File: config.mk
export PLATFORM = sky130hd
export DESIGN_NAME = throttle_step_sequencer_top
export DESIGN_NICKNAME = d
export VERILOG_FILES = /design/src/rtl/tss_pkg.sv /design/src/rtl/throttle_step_sequencer_top.sv
export SDC_FILE = /design/constraint.sdc
export NUM_CORES = 1
export LEC_CHECK = 0
export ABC_AREA = 0
export BUFFER_PORTS_ARGS = -buffer_cell sky130_fd_sc_hd__clkbuf_2
export CAP_MARGIN = 20
export CORE_AREA = 2 2 284 202
export CTS_CLUSTER_DIAMETER = 60
export DETAILED_ROUTE_END_ITERATION = 12
export DIE_AREA = 0 0 286 204
export PLACE_DENSITY = 0.79
export SLEW_MARGIN = 20
export SYNTH_ARGS = -nofsm -noshare
export SYNTH_HDL_FRONTEND = slang
export SYNTH_SLANG_ARGS = --single-unit
File: constraint.sdc
create_clock -name i_clk -period 5.6 [get_ports i_clk]
set_input_delay 1.12 -clock i_clk [delete_from_list [all_inputs] [get_ports i_clk]]
set_output_delay 1.12 -clock i_clk [all_outputs]
set_load 0.03 [all_outputs]
File: src/rtl/tss_pkg.sv
// ----------------------------------------------------------------------------
// tss_pkg
// shared types and constants of the throttle step sequencer
// ----------------------------------------------------------------------------
package tss_pkg;

    localparam int unsigned MaxSteps = 16;
    localparam int unsigned StepW    = $clog2(MaxSteps);
    localparam int unsigned CountW   = $clog2(MaxSteps + 1);
    localparam int unsigned PctW     = 10;
    localparam int unsigned MsW      = 24;
    localparam int unsigned RampW    = 16;
    localparam int unsigned StepCfgW = 8;
    localparam int unsigned CfgIdxW  = 2;
    localparam int unsigned CfgDataW = 24;

    localparam logic [PctW-1:0]     PctMax    = PctW'(1000);
    localparam logic [MsW-1:0]      MsMax     = {MsW{1'b1}};
    localparam logic [StepCfgW-1:0] StepLimit = StepCfgW'(MaxSteps);

    typedef enum logic [1:0] {
        REQ_TICK  = 2'd0,
        REQ_LOAD  = 2'd1,
        REQ_START = 2'd2,
        REQ_STOP  = 2'd3
    } t_req;

    typedef enum logic [CfgIdxW-1:0] {
        CFG_COMMON_STEP = 2'd0,
        CFG_RAMP        = 2'd1,
        CFG_PER_STEP    = 2'd2,
        CFG_STEP_COUNT  = 2'd3
    } t_cfg_idx;

endpackage

File: src/rtl/throttle_step_sequencer_top.sv
// ----------------------------------------------------------------------------
// throttle_step_sequencer_top
// input reg at accept, then result reg; state updates as an item enters the result reg
// throughput: one item per cycle while the output side is not stalling
// reset: synchronous active-low reset clears control state and config registers
// step tables are not reset and hold garbage until loaded
// ----------------------------------------------------------------------------
module throttle_step_sequencer_top
    import tss_pkg::*;
(
    input  logic                i_clk,
    input  logic                i_rst_n,
    input  logic                i_cfg_we,
    input  logic [CfgIdxW-1:0]  i_cfg_index,
    input  logic [CfgDataW-1:0] i_cfg_data,
    input  logic                i_in_valid,
    output logic                o_in_ready,
    input  logic [1:0]          i_req_type,
    input  logic [3:0]          i_entry_index,
    input  logic [PctW-1:0]     i_entry_pct,
    input  logic [MsW-1:0]      i_entry_time_ms,
    output logic                o_out_valid,
    input  logic                i_out_ready,
    output logic [PctW-1:0]     o_target_pct,
    output logic                o_target_valid,
    output logic                o_steady,
    output logic [3:0]          o_step_index,
    output logic                o_running,
    output logic                o_finished
);

    logic [MsW-1:0]      r_common_step_ms;
    logic [RampW-1:0]    r_ramp_ms;
    logic                r_per_step_en;
    logic [StepCfgW-1:0] r_step_count;

    logic [PctW-1:0] r_pct_table  [MaxSteps];
    logic [MsW-1:0]  r_time_table [MaxSteps];

    logic              r_active, n_active;
    logic [StepW-1:0]  r_cur_step, n_cur_step;
    logic [MsW-1:0]    r_elapsed, n_elapsed;
    logic              r_steady, n_steady;
    logic [CountW-1:0] r_act_count, n_act_count;

    logic            r_in_valid;
    t_req            r_req;
    logic [3:0]      r_idx;
    logic [PctW-1:0] r_pct;
    logic [MsW-1:0]  r_time;

    logic            r_out_valid;
    logic [PctW-1:0] r_tgt, n_tgt;
    logic            r_tvalid, n_tvalid;
    logic [3:0]      r_shown, n_shown;
    logic            r_fin, n_fin;

    logic              advance;
    logic              load_en;
    logic [MsW-1:0]    inc_elapsed;
    logic [MsW-1:0]    dur;
    logic [CountW-1:0] next_step;

    assign advance    = r_in_valid && (!r_out_valid || i_out_ready);
    assign o_in_ready = !r_in_valid || advance;
    assign load_en    = advance && (r_req == REQ_LOAD) && ({1'b0, r_idx} < 5'(MaxSteps));

    assign inc_elapsed = (r_elapsed < MsMax) ? r_elapsed + MsW'(1) : r_elapsed;
    assign dur         = r_per_step_en ? r_time_table[r_cur_step] : r_common_step_ms;
    assign next_step   = CountW'(r_cur_step) + CountW'(1);

    always_comb begin
        n_active    = r_active;
        n_cur_step  = r_cur_step;
        n_elapsed   = r_elapsed;
        n_steady    = r_steady;
        n_act_count = r_act_count;
        n_tgt       = '0;
        n_tvalid    = 1'b0;
        n_fin       = 1'b0;
        n_shown     = 4'(r_cur_step);
        case (r_req)
            REQ_TICK: begin
                if (r_active) begin
                    n_elapsed = inc_elapsed;
                    n_steady  = (inc_elapsed >= MsW'(r_ramp_ms));
                    n_tgt     = r_pct_table[r_cur_step];
                    n_tvalid  = 1'b1;
                    if (inc_elapsed >= dur) begin
                        if (next_step >= r_act_count) begin
                            n_active   = 1'b0;
                            n_cur_step = '0;
                            n_tgt      = '0;
                            n_fin      = 1'b1;
                            n_shown    = '0;
                        end else begin
                            n_cur_step = next_step[StepW-1:0];
                            n_elapsed  = '0;
                        end
                    end
                end
            end
            REQ_LOAD: begin
            end
            REQ_START: begin
                n_act_count = (r_step_count > StepLimit) ? CountW'(MaxSteps)
                                                          : r_step_count[CountW-1:0];
                n_active    = (n_act_count != '0);
                n_cur_step  = '0;
                n_elapsed   = '0;
                n_steady    = 1'b0;
                n_shown     = '0;
            end
            REQ_STOP: begin
                n_active   = 1'b0;
                n_cur_step = '0;
                n_shown    = '0;
            end
            default: begin
            end
        endcase
    end

    always_ff @(posedge i_clk) begin
        if (!i_rst_n) begin
            r_common_step_ms <= '0;
            r_ramp_ms        <= '0;
            r_per_step_en    <= 1'b0;
            r_step_count     <= '0;
        end else if (i_cfg_we) begin
            case (t_cfg_idx'(i_cfg_index))
                CFG_COMMON_STEP: r_common_step_ms <= i_cfg_data[MsW-1:0];
                CFG_RAMP:        r_ramp_ms        <= i_cfg_data[RampW-1:0];
                CFG_PER_STEP:    r_per_step_en    <= i_cfg_data[0];
                CFG_STEP_COUNT:  r_step_count     <= i_cfg_data[StepCfgW-1:0];
                default: begin
                end
            endcase
        end
    end

    always_ff @(posedge i_clk) begin
        if (load_en) begin
            r_pct_table[r_idx[StepW-1:0]]  <= (r_pct > PctMax) ? PctMax : r_pct;
            r_time_table[r_idx[StepW-1:0]] <= r_time;
        end
    end

    always_ff @(posedge i_clk) begin
        if (!i_rst_n) begin
            r_in_valid  <= 1'b0;
            r_out_valid <= 1'b0;
            r_active    <= 1'b0;
            r_cur_step  <= '0;
            r_elapsed   <= '0;
            r_steady    <= 1'b0;
            r_act_count <= '0;
        end else begin
            if (o_in_ready) begin
                r_in_valid <= i_in_valid;
            end
            if (advance) begin
                r_out_valid <= 1'b1;
                r_active    <= n_active;
                r_cur_step  <= n_cur_step;
                r_elapsed   <= n_elapsed;
                r_steady    <= n_steady;
                r_act_count <= n_act_count;
            end else if (i_out_ready) begin
                r_out_valid <= 1'b0;
            end
        end
    end

    always_ff @(posedge i_clk) begin
        if (o_in_ready && i_in_valid) begin
            r_req  <= t_req'(i_req_type);
            r_idx  <= i_entry_index;
            r_pct  <= i_entry_pct;
            r_time <= i_entry_time_ms;
        end
        if (advance) begin
            r_tgt    <= n_tgt;
            r_tvalid <= n_tvalid;
            r_shown  <= n_shown;
            r_fin    <= n_fin;
        end
    end

    assign o_out_valid    = r_out_valid;
    assign o_target_pct   = r_tgt;
    assign o_target_valid = r_tvalid;
    assign o_steady       = r_steady;
    assign o_step_index   = r_shown;
    assign o_running      = r_active;
    assign o_finished     = r_fin;

endmodule

# Word-level counts from Yosys, hierarchy flattened
# Memories as Yosys holds them, arrays and structs flattened. A register that Yosys moved wholly into a read port is not among the register bits.
# Cells that the tools add are included.
# totals
regBits	142
ramBits	544
inputBits	71
out_inout_bits	20
elab_cells	96
memories	2
# classes
n_addsub	2
n_lt_le_gt_ge	6
eq_ne	8
n_mux	34
n_reduce_logical	25
# mem_list
name	words	width	read_ports	rd_ports_with_merged_regs	write_ports	line_no	source
r_time_table	16	24	1	1	1	throttle_step_sequencer_top.sv:38	logic [MsW-1:0] r_time_table [MaxSteps];
r_pct_table	16	10	1	1	1	throttle_step_sequencer_top.sv:37	logic [PctW-1:0] r_pct_table [MaxSteps];
# op_table
operator	count
$mux W24	5
$pmux W24 S2	1
$mux W4	10
$mux W10	3
$add A24 B1 Y24 const B	1
$ge A24 B16 Y1	1
$ge A24 B24 Y1	1
$lt A24 B24 Y1 const B	1
$pmux W4 S2	2
$reduce_and A2 Y1	7
$gt A10 B10 Y1 const B	1
$mux W1	10
$eq A2 B2 Y1 const B	4
$gt A8 B5 Y1 const B	1
$reduce_and A3 Y1	2
$reduce_bool A2 Y1	3
$add A4 B1 Y5 const B	1
$ge A5 B5 Y1	1
$mux W5	1
$reduce_bool A5 Y1	1
$eq A2 B1 Y1 const B	2
$logic_not A2 Y1	2
$ne A2 B2 Y1 const B	2
$reduce_and A4 Y1	1
other kinds (7)	11

# Logic depth before layout (Yosys ltp)
# Gate-level depths: netlist of run 1.
# logic_depth
ltp_word	8
mapped_depth	17
mapped_depth_nobuf	15

# Worst setup path before layout of run 1
# No wires, ideal clock.
# synth_path
path_kind	input-to-reg
start	input i_out_ready
end	memory r_pct_table[0][0], enable pin
setup_ps	467
arrival_time_ps	4811
t_required_ps	5133
slack_ps	321
cell_stages	7
n_path_buf	1
path_cell_list	nor2b_1 nand2b_1 clkbuf_1 inv_1 nand3_1 or3_1 nor3_1
# synth_via
elab_chain_len	5
# synth_lines
item	line_no	source
start, declared	throttle_step_sequencer_top.sv:23	input logic i_out_ready,
$logic_or A1 B1 Y1	throttle_step_sequencer_top.sv:64	assign advance = r_in_valid && (!r_out_valid || i_out_ready);
$logic_and A1 B1 Y1	throttle_step_sequencer_top.sv:64	
named net advance	throttle_step_sequencer_top.sv:58	logic advance;
$logic_and A1 B1 Y1	throttle_step_sequencer_top.sv:66	assign load_en = advance && (r_req == REQ_LOAD) && ({1'b0, r_idx} < 5'(MaxSteps));
$mux W1	throttle_step_sequencer_top.sv:143	if (load_en) begin
$mux W1	throttle_step_sequencer_top.sv:144	r_pct_table[r_idx[StepW-1:0]] <= (r_pct > PctMax) ? PctMax : r_pct;
end, declared	throttle_step_sequencer_top.sv:37	
# The timed path passes the listed nets, and every way through them passes these cells.

==> flow_summary.toml, run 1 <==
[placed_design]
place_area_um2 = 29120
dpl.hpwl_mm = 35.74
gp_congestion = 0.9018
placed_cells = 2292
port_buffers = 90

[clock_network]
cts_hold_buffers = 0
tritoncts = "done"
cts_buffers = 60
cts_post_setup_buffers_inserted = 0
cts_max_level = 2
path_clk_slew_ns = 0.07
root_buffer = "clkbuf_16"
cts.path.max_buffers = 3
cts.sinks = 690
clock_latency_ns = 0.66
ctsResizeCount = 0

[layout]
stdcell_area_um2 = 30960
fin_cells = 2400
area.sequential_um2 = 19830
area_delta_synth_final_pct = 12.29
fillers = 4200
n_antenna_cell = 0
multi_input_area_um2 = 7485
drive_above_1_share_pct = 24.97
nets = 1722

[critical_path]
required_ns = 6.06
arrival_ns = 5.00
path_class = "reg -> reg"
reg2reg_to = "o_target_pct[1]"
rrSetupSlack_ns = 1.06
cp_max_fo = 58
reg2reg_depth = 12
endpoint_kind = "flip-flop"
crit_path_start_kind = "flip-flop"

[floorplan]
die_area_um2 = 58340
io_pins = 91
start_util_pct = 49.32
std_cell_rows = 73
die_y_um = 204
core_area_um2 = 55900
die_w_um = 286

[routing]
drc = 0
drt-total-wl_mm = 64.42
drtIter0Drc = 1916
wl_per_cell_um = 26.84
vias = 14630
vias_per_cell = 6.096
postRouteAntennaNets = 0
firstDrtPassIters = 5

[logic_synthesis]
yosys-top-cells-area = "edfxtp_1 (65%), mux4_2 (14%), dfxtp_1 (6.5%)"
synth_edf_count = 600
synth-async-reset-ratio_pct = 0
synthAdderAreaFrac_pct = 2.133
yosysUniqueCellTypes = 62
synth_area_um2 = 27570
synth_simple_gate_area_share_pct = 4.920
synth_area_per_cell_um2 = 18.53
yosysMostFrequentCell = "edfxtp_1"
ys_seq_elements = 690
synth_top_area_cell = "edfxtp_1"
synthXorXnorAreaFrac_pct = 0.7307
ys_warn_count = 0
synth_top_area_share_pct = 65.35
synth_top_family_by_area = "multiplexers"
synthFlopType = "edfxtp_1"
syn_inst = 1488
ys_seq_area_share_pct = 71.89
synthTopCellsByCount = "edfxtp_1 (600), mux4_2 (170), nand2_1 (124)"
synthMuxAreaShare_pct = 15.28
synth-compound-area-share_pct = 3.667
synth_fp_nets = 1606

[timing]
fin_skew_ns = 0.05196
hold_violations = 0
tightestPinTransition_ns = 1.109
fin_crit_ns = 4.541
max_slew_margin_pct = 25.94
holdWs_ns = 0.4661
slew_viol_final = 0
fin_crit_sh_pct = 81.08
rsz0062_at_grt = "false"
fmax_ghz = 0.2202
fin_setup_tns_ns = 0
finalSetupViolCount = 0

[min_path]
hold_path.class = "reg -> reg"
min_from = "r_ramp_ms[15]"
hold_path_depth = 2
min_to = "r_ramp_ms[15]"

[global_route]
grt_max_degree = 65
grt.total_usage_pct = 22.23
overflow = 0
grt_pass1_vias = 14840
antenna_found_initial = 0
grt_first_pass_wirelength_mm = 94.92

[pwr]
ir_drop_mv = 0.2627
power_uw = 9874
p_leak_uw = 0.009888
power.density_nw_per_um2 = 318.9

[job]
cap_violations = 0

[outcome]
outcome = "completed"
-- cell families after synthesis --
group / Yosys count
buffers and inverters: 96
muxes: 208
xor gates and xnor gates: 23
AOI/OAI and AO/OA: 145
DFF: 690
and+or+nand+nor: 279
adders and majority gates: 47
-- worst max path at each step --
stage	start	to	slack, ns	cells past startpoint
2_1_floorplan	i_out_ready	r_pct_table[0][0]	0.32	7
3_3_place_gp	flip-flop	r_elapsed[3]	1.29	13
3_5_place_dp	flip-flop	o_target_pct[1]	1.14	12
4_1_cts	flip-flop	o_target_pct[1]	1.06	12
5_1_grt	flip-flop	r_elapsed[0]	0.81	13
6_report	flip-flop	o_target_pct[1]	1.06	12
-- flip-flops by register name, summed over array words and instances, names as in the netlist, 5 cells and up, named ones only --
register,count
r_common_step_ms,24
o_target_pct,10
r_elapsed,24
r_time,24
r_pct,10
r_act_count,5
r_step_count,8
r_time_table,384
r_pct_table,160
r_ramp_ms,16
-- power by group --
| part | internal [µW] | leakage, µW | switching [µW] |
|---|---|---|---|
| clock network | 2100 | 0.000905 | 1860 |
| logic | 73.4 | 0.00282 | 136 |
| registers | 5630 | 0.00617 | 71.0 |
-- cell usage in the layout, fill, tap and decap left out, drive strengths merged, types with 3 or more instances in the layout --
cell type / count
nand2: 124
o211ai: 4
o2111ai: 3
a21boi: 46
nor2: 38
edfxtp: 600
or3: 4
a31oi: 14
xnor2: 12
dfxtp: 90
clkbuf: 167
nor3: 8
o21ai: 15
a211oi: 5
nand4: 12
a21oi: 25
ha: 47
mux4: 170
nand3: 17
buf: 34
a21o: 3
and2: 12
inv: 27
xor2: 11
clkinv: 28
nor2b: 24
a22o: 14
nor4: 6
nand2b: 14
mux2i: 36
and3: 11
o31ai: 3
-- cell type report --
type                       instances  area share, %
clock buffer                      77          5.153
clock inverter                    31         0.7921
inverter                          26         0.3152
multi-input combinational        702          24.18
sequential                       690          64.05
tap                              750          3.031
timing repair buffer             124          2.482
-- critical path, cell delays in order (launching register included) --
cell and delay [ns]:
dfxtp_4 0.65, buf_12 0.46, mux4_2 0.58, mux4_2 0.50, mux2i_1 0.20, ha_1 0.28
a211oi_1 0.24, o211ai_1 0.12, a41o_1 0.33, a21boi_0 0.33, o21ai_1 0.14, buf_4 0.23
nor2b_1 0.26
-- through the flow --
step / worst slack, ns / utilization, %
after floorplan: 0.3214 / -
after global placement: 1.287 / 52.09
after detailed placement: 1.136 / 52.09
after CTS: 1.064 / 55.38
after global routing: 0.8081 / 55.38
final: 1.059 / 55.38
-- layer usage --
layer | GRT usage (%) | up-vias | share of wire, % | wire length [µm]
met3 | 4.509 | 121 | 9.3 | 5977
met5 | 0 | - | 0 | 0
met1 | 31.25 | 7505 | 40 | 26000
met4 | 6.264 | 0 | 2.4 | 1556
li1 | - | 6190 | - | -
met2 | 35.65 | 814 | 48 | 30890
No activity file was read; power rests on OpenSTA's default activity.
==> run 2: changes to the inputs <==
Clock period 5.6 ns to 3.9 ns, I/O delays scaled along.
==> run 2 against run 1 <==
Effect of this change: the flow now finishes with violations (setup timing); clock skew decreased by 0.0076 ns; sequential power increased by 44%; combinational power increased by 66%; global-route usage increased by 0.64 points; count of clock-buffer cells in the layout increased by 5; power increased by 47%; largest power group unchanged.
==> flow_summary.toml, run 2 (same netlist as run 1, synthesis figures left out) <==
[outcome]
outcome = "finished, violations left"
violations = "setup timing"

[floorplan]
die_w_um = 286
std_cell_rows = 73
core_area_um2 = 55900
die_y_um = 204
io_pins = 91
die_area_um2 = 58340
start_util_pct = 49.32

[timing]
fmax_ghz = 0.2523
rsz0062_at_grt = "true"
finalSetupViolCount = 7
fin_crit_sh_pct = 101.6
max_slew_margin_pct = 28.78
tightestPinTransition_ns = 1.059
slew_viol_final = 0
fin_setup_tns_ns = -0.2611
fin_crit_ns = 3.963
holdWs_ns = 0.3135
setup_ws_ns = -0.06316
hold_violations = 0
fin_skew_ns = 0.04441

[routing]
drt-total-wl_mm = 66.91
vias = 15050
drc = 0
wl_per_cell_um = 26.85
vias_per_cell = 6.038
drtIter0Drc = 1873
firstDrtPassIters = 5
postRouteAntennaNets = 0

[layout]
nets = 1807
largest_reg_flops = 384
fin_util_pct = 58.35
stdcell_area_um2 = 32620
drive_above_1_share_pct = 31.52
layout_common_cells = "edfxtp_1 (600), mux4_2 (170), nand2_1 (123), clkbuf_2 (90), dfxtp_1 (86)"
mostFrequentLayoutCell = "edfxtp_1"
area_delta_synth_final_pct = 18.32
n_antenna_cell = 0

[clock_network]
cts_max_level = 2
tritoncts = "done"
path_clk_slew_ns = 0.07
clock_latency_ns = 0.64
cts.sinks = 690
root_buffer = "clkbuf_16"
cts_buffers = 61
cts.path.max_buffers = 3
cts_hold_buffers = 0

[min_path]
hold_path.class = "in -> reg"

[placed_design]
gp_congestion = 0.9055
place_area_um2 = 29760
dpl.hpwl_mm = 37.53
port_buffers = 90

[critical_path]
rrSetupSlack_ns = -0.06
endpoint_kind = "flip-flop"
path_class = "reg -> reg"
crit_path_start_kind = "flip-flop"
path_common_cell = "nand2_1"
arrival_ns = 4.50
crit_slowest_cell = "nor4_1"
cpPeakStageDelay_ns = 0.88
required_ns = 4.44
crit_family = "simple AND/OR/NAND/NOR gates"
crit_chain = "and3_1, nand4_1, nor4_1, xor2_1, ha_1, nand2_1, o21ai_1, a21o_1, a41o_4, a21oi_4, buf_12, buf_16, nand2_1, a31oi_1"
worst-path-buf-inv = 2
cp_max_fo = 8

[pwr]
power_uw = 14520
power.density_nw_per_um2 = 445.1
p_sw_uw = 3023
ir_drop_mv = 0.3418
pwr-share-clk_pct = 41.2
combPwrFrac_pct = 2.4
power_frac_seq_pct = 56.4
p_sw_share_pct = 20.82
p_int_uw = 11500
p_leak_uw = 0.01058

[global_route]
grt_first_pass_wirelength_mm = 97.65
overflow = 0
grt.total_usage_pct = 22.87
grt_pass1_vias = 15200
antenna_found_initial = 0
grt_max_degree = 49

[job]
cap_violations = 0
## run 2: cell types whose count changed in the layout (fill, tap and decap cells not counted), moves of 5 or more
cell / change
a21oi_1: -9
a21oi_2: +5
a31oi_1: -8
a31oi_4: +7
buf_12: +30
buf_16: +5
buf_4: +38
buf_6: +11
mux2i_1: -6
mux2i_2: +6
o21ai_0: -9
o21ai_1: +7
## run 2: final timing paths
kind                            cells after the start                  end                 from
worst min-delay path                                1             r_pct[3]       i_entry_pct[3]
worst max register to register                     14         r_elapsed[6]        r_elapsed[10]
worst max-delay path                               14         r_elapsed[6]        r_elapsed[10]
worst min register to register                      2  r_common_step_ms[1]  r_common_step_ms[1]
## run 2: power by group through the flow
| stage | logic [µW] | clock network [µW] | registers [µW] |
|---|---|---|---|
| global placement | 305 | 0 | 8330 |
| finish | 346 | 5990 | 8180 |
| global route | 373 | 6330 | 8190 |
| floorplan | 166 | 0 | 8310 |
| CTS | 333 | 6050 | 8180 |
| detailed placement | 315 | 0 | 8340 |
## run 2: final cells by class
class	instances	area [µm²]
Multi-Input combinational cell	702	7849
Clock buffer	82	1709
Inverter	26	97.59
Timing Repair Buffer	208	1916
Tap cell	750	938.4
Sequential cell	690	19830
Fill cell	3972	23280
Clock inverter	34	280.3
## run 2: timing repair
action	in CTS	in global routing
setup endpoints to repair	48	49
pin swaps	18	34
setup buffers	32	6
resized for setup	38	48
gates cloned	5	0
## run 2: metrics by stage
step	std cells	worst slack, ns
global placement	2336	-0.2037
global route	2492	-0.2351
floorplan	1488	-0.1401
CTS	2487	0.02326
finish	2492	-0.06316
detailed placement	2336	-0.2876
## run 2: per-layer routing
metal / GRT usage, % / share of wire (%) / vias up / wire [µm]
met5: 0 / 0 / - / 0
met3: 4.799 / 9.5 / 123 / 6349
met1: 32.77 / 41 / 7739 / 27170
met2: 36.06 / 47 / 801 / 31700
li1: - / - / 6384 / -
met4: 5.984 / 2.5 / 0 / 1687
